--- src/rtl/i2cras_pkg.sv ---
// Package with types, codes and constants of the I2C register access sequencer.
package i2cras_pkg;

  // Field widths.
  localparam int ByteW   = 8;
  localparam int OpW     = 3;
  localparam int StepW   = 3;
  localparam int CfgIdxW = 2;
  localparam int InDataW  = 40;
  localparam int OutDataW = 32;

  // Opcodes.
  localparam logic [OpW-1:0] OP_WRITE_REG = 3'd0;
  localparam logic [OpW-1:0] OP_READ_REG  = 3'd1;
  localparam logic [OpW-1:0] OP_SET_BIT   = 3'd2;
  localparam logic [OpW-1:0] OP_CLR_BIT   = 3'd3;
  localparam logic [OpW-1:0] OP_STATUS    = 3'd4;

  // Bus status codes after masking.
  localparam logic [ByteW-1:0] ST_START        = 8'h08;
  localparam logic [ByteW-1:0] ST_REP_START    = 8'h10;
  localparam logic [ByteW-1:0] ST_MT_SLA_ACK   = 8'h18;
  localparam logic [ByteW-1:0] ST_MT_DATA_ACK  = 8'h28;
  localparam logic [ByteW-1:0] ST_MR_SLA_ACK   = 8'h40;
  localparam logic [ByteW-1:0] ST_MR_DATA_NACK = 8'h58;
  localparam logic [ByteW-1:0] STATUS_MASK     = 8'hF8;
  localparam logic [ByteW-1:0] READ_BIT        = 8'h01;

  // Sequence steps.
  localparam logic [StepW-1:0] STEP_IDLE     = 3'd0;
  localparam logic [StepW-1:0] STEP_START    = 3'd1;
  localparam logic [StepW-1:0] STEP_ADDR     = 3'd2;
  localparam logic [StepW-1:0] STEP_REG      = 3'd3;
  localparam logic [StepW-1:0] STEP_DATA_RS  = 3'd4;
  localparam logic [StepW-1:0] STEP_RD_ADDR  = 3'd5;
  localparam logic [StepW-1:0] STEP_NACK     = 3'd6;

  // Configuration register indexes and reset values.
  localparam logic [CfgIdxW-1:0] CFG_RETRY_LIMIT = 2'd0;
  localparam logic [CfgIdxW-1:0] CFG_EXP_ADDR    = 2'd1;
  localparam logic [ByteW-1:0]   RETRY_LIMIT_RST = 8'hFF;
  localparam logic [ByteW-1:0]   EXP_ADDR_RST    = 8'h40;

  typedef struct packed {
    logic [ByteW-1:0] retry_limit;
    logic [ByteW-1:0] expander_address;
  } cfg_t;

  typedef struct packed {
    logic [OpW-1:0]   opcode;
    logic [ByteW-1:0] slave_address;
    logic [ByteW-1:0] register_address;
    logic [ByteW-1:0] write_data;
    logic [ByteW-1:0] status_code;
    logic [ByteW-1:0] received_byte;
  } item_t;

  typedef struct packed {
    logic             is_write;
    logic [ByteW-1:0] device_byte;
    logic [ByteW-1:0] reg_byte;
    logic [ByteW-1:0] data_byte;
    logic [ByteW-1:0] read_byte_store;
    logic [StepW-1:0] step_number;
    logic [ByteW-1:0] retry_count;
    logic             data_sent;
    logic             done_flag;
    logic [ByteW-1:0] port_shadow;
  } seq_state_t;

  typedef struct packed {
    logic             load_byte;
    logic [ByteW-1:0] transmit_byte;
    logic             issue_start;
    logic             drop_start;
    logic             issue_stop;
    logic             answer_nack;
    logic             finished;
    logic [ByteW-1:0] read_result;
    logic             retries_exhausted;
    logic [ByteW-1:0] port_shadow_out;
  } result_t;

endpackage

--- src/rtl/i2c_register_access_sequencer.sv ---
// Top level of the I2C register access sequencer.
//
//   Channel | Direction | Fields
//   in_     | slave     | tuser: opcode; tdata: slave, register, write, status, received
//   out_    | master    | tdata: strobes, transmit byte, status, read result, shadow
//   cfg_    | write     | index 0 retry_limit, index 1 expander_address
//
// Without a stall, one request is taken per cycle; its result appears in the
// result register on the next cycle, set by the single decode stage after the state
// registers. A request is accepted while the result register is empty or being drained.
// Reset is synchronous; ready stays low while rst_n is low.
// An output stall holds the result and blocks new requests, but not configuration writes.
module i2c_register_access_sequencer import i2cras_pkg::*; (
  input  logic                clk,
  input  logic                rst_n,
  // tdata: slave_address[7:0], register_address[15:8], write_data[23:16],
  //        status_code[31:24], received_byte[39:32]
  input  logic [InDataW-1:0]  in_tdata,
  // tuser: opcode[2:0]
  input  logic [OpW-1:0]      in_tuser,
  input  logic                in_tvalid,
  output logic                in_tready,
  // tdata: load_byte[0], transmit_byte[8:1], issue_start[9], drop_start[10],
  //        issue_stop[11], answer_nack[12], finished[13], read_result[21:14],
  //        retries_exhausted[22], port_shadow_out[30:23], zero[31]
  output logic [OutDataW-1:0] out_tdata,
  output logic                out_tvalid,
  input  logic                out_tready,
  input  logic                cfg_valid,
  output logic                cfg_ready,
  input  logic [CfgIdxW-1:0]  cfg_index,
  input  logic [ByteW-1:0]    cfg_data
);

  cfg_t       cfg;
  item_t      item;
  seq_state_t state_r;
  seq_state_t state_nxt;
  result_t    res;
  result_t    res_q;
  logic       can_load;
  logic       in_acc;

  // Configuration port.
  assign cfg_ready = rst_n;

  i2cras_cfg_regs u_cfg (
    .clk      (clk),
    .rst_n    (rst_n),
    .wr_en    (cfg_valid && cfg_ready),
    .wr_index (cfg_index),
    .wr_data  (cfg_data),
    .cfg      (cfg)
  );

  // Unpack the input request.
  assign item.opcode           = in_tuser;
  assign item.slave_address    = in_tdata[7:0];
  assign item.register_address = in_tdata[15:8];
  assign item.write_data       = in_tdata[23:16];
  assign item.status_code      = in_tdata[31:24];
  assign item.received_byte    = in_tdata[39:32];

  assign in_tready = rst_n && can_load;
  assign in_acc    = in_tvalid && in_tready;

  i2cras_step u_step (
    .item (item),
    .cur  (state_r),
    .cfg  (cfg),
    .nxt  (state_nxt),
    .res  (res)
  );

  // Transaction state registers.
  always_ff @(posedge clk) begin
    if (!rst_n) begin
      state_r <= '0;
    end else if (in_acc) begin
      state_r <= state_nxt;
    end
  end

  i2cras_out_reg u_out (
    .clk       (clk),
    .rst_n     (rst_n),
    .load      (in_acc),
    .res_in    (res),
    .out_ready (out_tready),
    .out_valid (out_tvalid),
    .can_load  (can_load),
    .res_out   (res_q)
  );

  // Pack the result.
  assign out_tdata = {1'b0, res_q.port_shadow_out, res_q.retries_exhausted,
                      res_q.read_result, res_q.finished, res_q.answer_nack,
                      res_q.issue_stop, res_q.drop_start, res_q.issue_start,
                      res_q.transmit_byte, res_q.load_byte};

endmodule

--- src/rtl/i2cras_cfg_regs.sv ---
// Configuration registers of the sequencer.
module i2cras_cfg_regs import i2cras_pkg::*; (
  input  logic               clk,
  input  logic               rst_n,
  input  logic               wr_en,
  input  logic [CfgIdxW-1:0] wr_index,
  input  logic [ByteW-1:0]   wr_data,
  output cfg_t               cfg
);

  cfg_t cfg_r;
  cfg_t cfg_nxt;

  // Decode the write request; indexes beyond the list are ignored.
  always_comb begin
    cfg_nxt = cfg_r;
    if (wr_en) begin
      case (wr_index)
        CFG_RETRY_LIMIT: cfg_nxt.retry_limit      = wr_data;
        CFG_EXP_ADDR:    cfg_nxt.expander_address = wr_data;
        default: ;
      endcase
    end
  end

  always_ff @(posedge clk) begin
    if (!rst_n) begin
      cfg_r.retry_limit      <= RETRY_LIMIT_RST;
      cfg_r.expander_address <= EXP_ADDR_RST;
    end else begin
      cfg_r <= cfg_nxt;
    end
  end

  assign cfg = cfg_r;

endmodule

--- src/rtl/i2cras_step.sv ---
// Next-state and result decode for one request of the sequencer.
module i2cras_step import i2cras_pkg::*; (
  input  item_t      item,
  input  seq_state_t cur,
  input  cfg_t       cfg,
  output seq_state_t nxt,
  output result_t    res
);

  logic [ByteW-1:0] bitmask;
  logic [ByteW-1:0] sts;
  logic [ByteW-1:0] shadow_set;
  logic [ByteW-1:0] shadow_clr;
  logic [ByteW-1:0] retry_dec;

  assign bitmask    = ByteW'(1) << item.write_data[2:0];
  assign sts        = item.status_code & STATUS_MASK;
  assign shadow_set = cur.port_shadow | bitmask;
  assign shadow_clr = cur.port_shadow & ~bitmask;
  assign retry_dec  = (cur.retry_count != '0) ? cur.retry_count - ByteW'(1) : '0;

  always_comb begin
    nxt = cur;
    res = '0;

    case (item.opcode)
      // Commands load the operands and request a start.
      OP_WRITE_REG, OP_READ_REG, OP_SET_BIT, OP_CLR_BIT: begin
        nxt.done_flag   = 1'b0;
        nxt.step_number = STEP_START;
        nxt.retry_count = cfg.retry_limit;
        res.issue_start = 1'b1;
        case (item.opcode)
          OP_WRITE_REG: begin
            if (item.slave_address == cfg.expander_address) begin
              nxt.port_shadow = item.write_data;
            end
            nxt.is_write    = 1'b1;
            nxt.device_byte = item.slave_address;
            nxt.reg_byte    = item.register_address;
            nxt.data_byte   = item.write_data;
          end
          OP_READ_REG: begin
            nxt.is_write    = 1'b0;
            nxt.device_byte = item.slave_address;
            nxt.reg_byte    = item.register_address;
          end
          OP_SET_BIT: begin
            nxt.port_shadow = shadow_set;
            nxt.is_write    = 1'b1;
            nxt.device_byte = cfg.expander_address;
            nxt.reg_byte    = item.write_data;
            nxt.data_byte   = shadow_set;
          end
          default: begin
            nxt.port_shadow = shadow_clr;
            nxt.is_write    = 1'b1;
            nxt.device_byte = cfg.expander_address;
            nxt.reg_byte    = item.write_data;
            nxt.data_byte   = shadow_clr;
          end
        endcase
      end

      // Bus status events advance the sequence or replay the current step.
      OP_STATUS: begin
        case (sts)
          ST_START: begin
            res.load_byte     = 1'b1;
            res.transmit_byte = cur.device_byte;
            res.drop_start    = 1'b1;
            nxt.step_number   = STEP_ADDR;
          end
          ST_MT_SLA_ACK: begin
            res.load_byte     = 1'b1;
            res.transmit_byte = cur.reg_byte;
            nxt.step_number   = STEP_REG;
            nxt.data_sent     = 1'b0;
          end
          ST_MT_DATA_ACK: begin
            if (cur.data_sent) begin
              res.issue_stop = 1'b1;
              nxt.done_flag  = 1'b1;
            end else begin
              if (cur.is_write) begin
                res.load_byte     = 1'b1;
                res.transmit_byte = cur.data_byte;
                nxt.data_sent     = 1'b1;
              end else begin
                res.issue_start = 1'b1;
              end
              nxt.step_number = STEP_DATA_RS;
            end
          end
          ST_REP_START: begin
            res.load_byte     = 1'b1;
            res.transmit_byte = cur.device_byte | READ_BIT;
            res.drop_start    = 1'b1;
            nxt.step_number   = STEP_RD_ADDR;
          end
          ST_MR_SLA_ACK: begin
            res.answer_nack = 1'b1;
            nxt.step_number = STEP_NACK;
          end
          ST_MR_DATA_NACK: begin
            nxt.read_byte_store = item.received_byte;
            res.issue_stop      = 1'b1;
            nxt.done_flag       = 1'b1;
          end
          default: begin
            nxt.retry_count = retry_dec;
            case (cur.step_number)
              STEP_START: res.issue_start = 1'b1;
              STEP_ADDR: begin
                res.load_byte     = 1'b1;
                res.transmit_byte = cur.device_byte;
              end
              STEP_REG: begin
                res.load_byte     = 1'b1;
                res.transmit_byte = cur.reg_byte;
              end
              STEP_DATA_RS: begin
                if (cur.is_write) begin
                  res.load_byte     = 1'b1;
                  res.transmit_byte = cur.data_byte;
                end else begin
                  res.issue_start = 1'b1;
                end
              end
              STEP_RD_ADDR: begin
                res.load_byte     = 1'b1;
                res.transmit_byte = cur.device_byte | READ_BIT;
              end
              STEP_NACK: res.answer_nack = 1'b1;
              default: ;
            endcase
            if (retry_dec == '0) begin
              res.issue_stop = 1'b1;
              nxt.done_flag  = 1'b1;
            end
          end
        endcase
      end

      default: ;
    endcase

    // Status fields reflect the state after this request.
    res.finished          = nxt.done_flag;
    res.read_result       = nxt.read_byte_store;
    res.retries_exhausted = nxt.done_flag && (nxt.retry_count == '0);
    res.port_shadow_out   = nxt.port_shadow;
  end

endmodule

--- src/rtl/i2cras_out_reg.sv ---
// Result register with valid flag that decouples the output side.
module i2cras_out_reg import i2cras_pkg::*; (
  input  logic    clk,
  input  logic    rst_n,
  input  logic    load,
  input  result_t res_in,
  input  logic    out_ready,
  output logic    out_valid,
  output logic    can_load,
  output result_t res_out
);

  logic    valid_r;
  logic    valid_nxt;
  result_t res_r;

  // A new result may be loaded when the register is empty or being drained.
  assign can_load  = !valid_r || out_ready;
  assign valid_nxt = load ? 1'b1 : (valid_r && !out_ready);

  always_ff @(posedge clk) begin
    if (!rst_n) begin
      valid_r <= 1'b0;
    end else begin
      valid_r <= valid_nxt;
    end
  end

  always_ff @(posedge clk) begin
    if (load) begin
      res_r <= res_in;
    end
  end

  assign out_valid = valid_r;
  assign res_out   = res_r;

endmodule

--- config.mk ---
export PLATFORM = sky130hd
export DESIGN_NAME = i2c_register_access_sequencer
export DESIGN_NICKNAME = d
export VERILOG_FILES = /design/src/rtl/i2cras_pkg.sv /design/src/rtl/i2c_register_access_sequencer.sv /design/src/rtl/i2cras_cfg_regs.sv /design/src/rtl/i2cras_step.sv /design/src/rtl/i2cras_out_reg.sv
export SDC_FILE = /design/constraint.sdc
export NUM_CORES = 1
export LEC_CHECK = 0
export BUFFER_PORTS_ARGS = -buffer_cell sky130_fd_sc_hd__buf_2
export CAP_MARGIN = 15
export CELL_PAD_IN_SITES_DETAIL_PLACEMENT = 1
export CELL_PAD_IN_SITES_GLOBAL_PLACEMENT = 1
export CORE_MARGIN = 8
export CORE_UTILIZATION = 46
export DETAILED_ROUTE_END_ITERATION = 7
export PLACE_DENSITY_LB_ADDON = 0.1
export SLEW_MARGIN = 20
export SYNTH_ARGS = -nofsm -noshare
export SYNTH_HDL_FRONTEND = slang
export SYNTH_SLANG_ARGS = --single-unit
--- constraint.sdc ---
create_clock -name clk -period 4.95 [get_ports clk]
set_input_delay 0.2475 -clock clk [delete_from_list [all_inputs] [get_ports clk]]
set_output_delay 0.2475 -clock clk [all_outputs]
set_load 0.1 [all_outputs]
==> flow_summary.rst <==
.. list-table::
   :header-rows: 1

   * - Metric
     - Value
   * - Total power divided by cell area
     - 310 mW/mm^2
   * - Post-synth EDFFs
     - 31
   * - Storage element area
     - 0.00235 mm^2
   * - Multi-input gate area
     - 0.00302 mm^2
   * - Number of vias per cell
     - 6.05
   * - Core outline area
     - 0.0120 mm^2
   * - Fmax
     - 363 MHz
   * - Congestion Overflow GR
     - 0
   * - Result of the run
     - finished clean
   * - Vias in the first global route
     - 5506
   * - Biggest area contributors in the synthesized netlist
     - dfxtp_1, edfxtp_1, nand2_1
   * - Summed instance area of the synthesized netlist
     - 0.00560 mm^2
   * - Starting Density
     - 46.8%
   * - Path type of the worst min-delay path
     - input pin to flop
   * - Worst slew margin relative to its limit
     - 43.6%
   * - Final setup fails
     - 0
   * - Mean instance size in the synthesized netlist
     - 8.49 um^2
   * - Setup repair after global routing missed its margin
     - false
   * - Source-to-sink clock delay at the later pin of the worst-skew pair
     - 0.36 ns
   * - Total setup buffers inserted after CTS
     - 0
   * - Clock Sink Count
     - 102
   * - Leakage
     - 0.00265 uW
   * - Power after layout
     - 1980 uW
   * - Num CTS Buffers
     - 9
   * - Data required time at the worst endpoint
     - 5.13 ns
   * - Maximum clock skew at final layout
     - 0.00962 ns
   * - Total negative slack for setup checks
     - 0 ns
   * - # rows
     - 40
   * - Primary FF master, synth
     - dfxtp_1
   * - GRT Overall Usage
     - 22.4%
   * - Dominant cell by count in the synthesized netlist
     - nand2_1
   * - Post-cts repair resize count
     - 0
   * - Arrival time worst endpoint
     - 2.94 ns
   * - Number of detailed-routing iterations run before antenna repair
     - 6
   * - Transition time at the pin with the least slew margin
     - 0.844 ns
   * - Final period util
     - 55.7%
   * - Largest net degree at the start of global routing
     - 76
   * - Sort of element at the start of the critical path
     - flop
   * - Maximum vdd ir drop
     - 0.000166 V
   * - Synth cell count leaders
     - nand2_1, dfxtp_1, nor2_1, nand3_1, clkbuf_1
   * - HPWL Detailed
     - 12700 um
   * - Remaining number of nets flagged by the antenna check after routing
     - 0
   * - Post-synthesis sequential element count
     - 102
   * - Global-route wire length before repair
     - 28500 um
   * - Root cell of the clock tree
     - clkbuf_16
   * - Gate count after technology mapping
     - 659
   * - Antenna Diode Count
     - 0
   * - Longest Clk Path Bufs
     - 2
   * - # nets final
     - 779
   * - Initial antenna violation count
     - 0
   * - Share of layout cells above drive strength 1
     - 18.8%
   * - Placed instance count
     - 855
   * - Die outline area
     - 0.0160 mm^2
   * - Number of violations reported at the end of detailed-routing iteration 0
     - 394
   * - Post-route core utilization
     - 53.5%
   * - Routed length per placed instance
     - 20.5 um
   * - Overall die width
     - 126 um
   * - Endpoint class of the critical path
     - flop
   * - Share of Yosys cell area claimed by the top area cell type
     - 25.4%
   * - Critical Setup Path Class
     - flop to flop
   * - Layout overhead on the synthesized area
     - 14.3%
   * - Min Clock Period, post-route
     - 2.76 ns
   * - Number of max-slew violations in the final report
     - 0
   * - Number of distinct library cell variants in the gate-level netlist after synthesis
     - 66
   * - Ports
     - 93
   * - DRC violation count after routing
     - 0
   * - Level count of the clock H-tree
     - 3
   * - Number of hold violations in the final report
     - 0
   * - Synthesized Nets
     - 719
   * - Highest fanout seen on the critical path
     - 8
   * - Routed vias
     - 5269
   * - Wire length reported by the detailed router
     - 17900 um
   * - Clock input transition at the sequential cells of the worst setup and hold paths
     - 0.07 ns
   * - GPL Wtd Cong
     - 0.880
   * - Post-layout instance count excluding filler cells
     - 871
   * - # hold bufs at CTS
     - 0
   * - Clock tree from TritonCTS
     - built
   * - Maximum capacitance violations
     - 0
   * - Post-synthesis sequential area ratio
     - 42.0%
   * - Cell taking the most area after synthesis
     - dfxtp_1
   * - Height of the die
     - 126 um
   * - Fillcell total
     - 1478
   * - Ys async rst share
     - 0%
   * - Count of synthesis-stage warnings from yosys
     - 0
   * - Buffers added on ports
     - 88
## logic make-up (layout without fill, tap and decap cells)
family / count (synthesis) / after routing / synth area share [%]
simple gates: 279 / 279 / 23.9
compound gates: 184 / 184 / 23.8
flops: 102 / 102 / 42.0
buf+inv: 60 / 125 / 4.22
mux: 22 / 22 / 4.13
xor+xnor: 9 / 9 / 1.41
fa+ha+maj: 2 / 2 / 0.447
other cells: 1 / 1 / 0.0670
## worst paths after layout
kind | start | endpoint | slack, ns | depth (start not counted)
max | state_r[10] | u_out.res_out[8] | 2.19 | 9
min | cfg_data[1] | u_cfg.cfg[9] | 0.12 | 3
max reg2reg | state_r[10] | u_out.res_out[8] | 2.19 | 9
min reg2reg | state_r[27] | state_r[27] | 0.46 | 2
## layout by cell type (no fill, tap or decap), drive strengths merged, types with 3 or more instances in the layout
cell type | Yosys | final
o211a | 16 | 16
o211ai | 5 | 5
nand3 | 49 | 49
edfxtp | 31 | 31
nor2b | 18 | 18
clkbuf | 43 | 11
o21ai | 43 | 43
xor2 | 8 | 8
nor3 | 9 | 9
a21oi | 26 | 26
nor4 | 5 | 5
a21boi | 17 | 17
and2 | 3 | 3
nor3b | 4 | 4
a22oi | 8 | 8
nand2b | 6 | 6
nand2 | 109 | 109
buf | 4 | 96
a21o | 10 | 10
mux2 | 9 | 9
nand3b | 5 | 5
a2bb2oi | 7 | 7
nor2 | 51 | 51
mux2i | 13 | 13
a211oi | 11 | 11
or2 | 4 | 4
a221oi | 8 | 8
a222oi | 7 | 7
o21bai | 3 | 3
inv | 13 | 14
nand4 | 4 | 4
o311a | 3 | 3
dfxtp | 71 | 71
## critical path: stages (launching register included)
cell	delay, ns
dfxtp_1	0.40
inv_1	0.14
ha_1	0.20
nor4b_2	0.55
a211oi_1	0.11
o32ai_1	0.28
nand4_1	0.17
o21ai_1	0.24
nand4_1	0.18
nor4_2	0.31
## flip-flops by register name, indices dropped and copies added (netlist names)
signal and cells:
state_r 54, u_cfg.cfg 16, u_out.out_valid 1, u_out.res_out 31
## where the power goes
part / internal [uW] / total [uW] / switching [uW]
logic: 101 / 345 / 243
clock network: 393 / 717 / 324
registers: 890 / 920 / 30.0
total: 1380 / 1980 / 597
## routing by layer
metal	global-route usage, %	wire length, um
met3	4.36	773
met4	11.4	574
met5	0	0
met2	38.4	8960
met1	26.1	7560
## per-stage QoR
stage / area [um^2] / setup slack (ns) / hold slack, ns
global route: 6400 / 2.02 / 0.145
CTS: 6390 / 2.23 / 0.113
detailed placement: 6100 / 1.99 / 0.447
global placement: 6100 / 2.13 / 0.438
floorplan: 5600 / 2.25 / 0.371
finish: 6400 / 2.19 / 0.123
## layout make-up
cell class                 instances  share of cell area (%)
multi-input combinational        497                    47.2
clock inverter                     5                   0.900
clock buffer                      11                    3.64
inverter                          13                   0.763
sequential                       102                    36.8
tap                              147                    2.88
timing repair buffer              96                    7.82
Note: power is estimated with default switching activity, not from simulation.
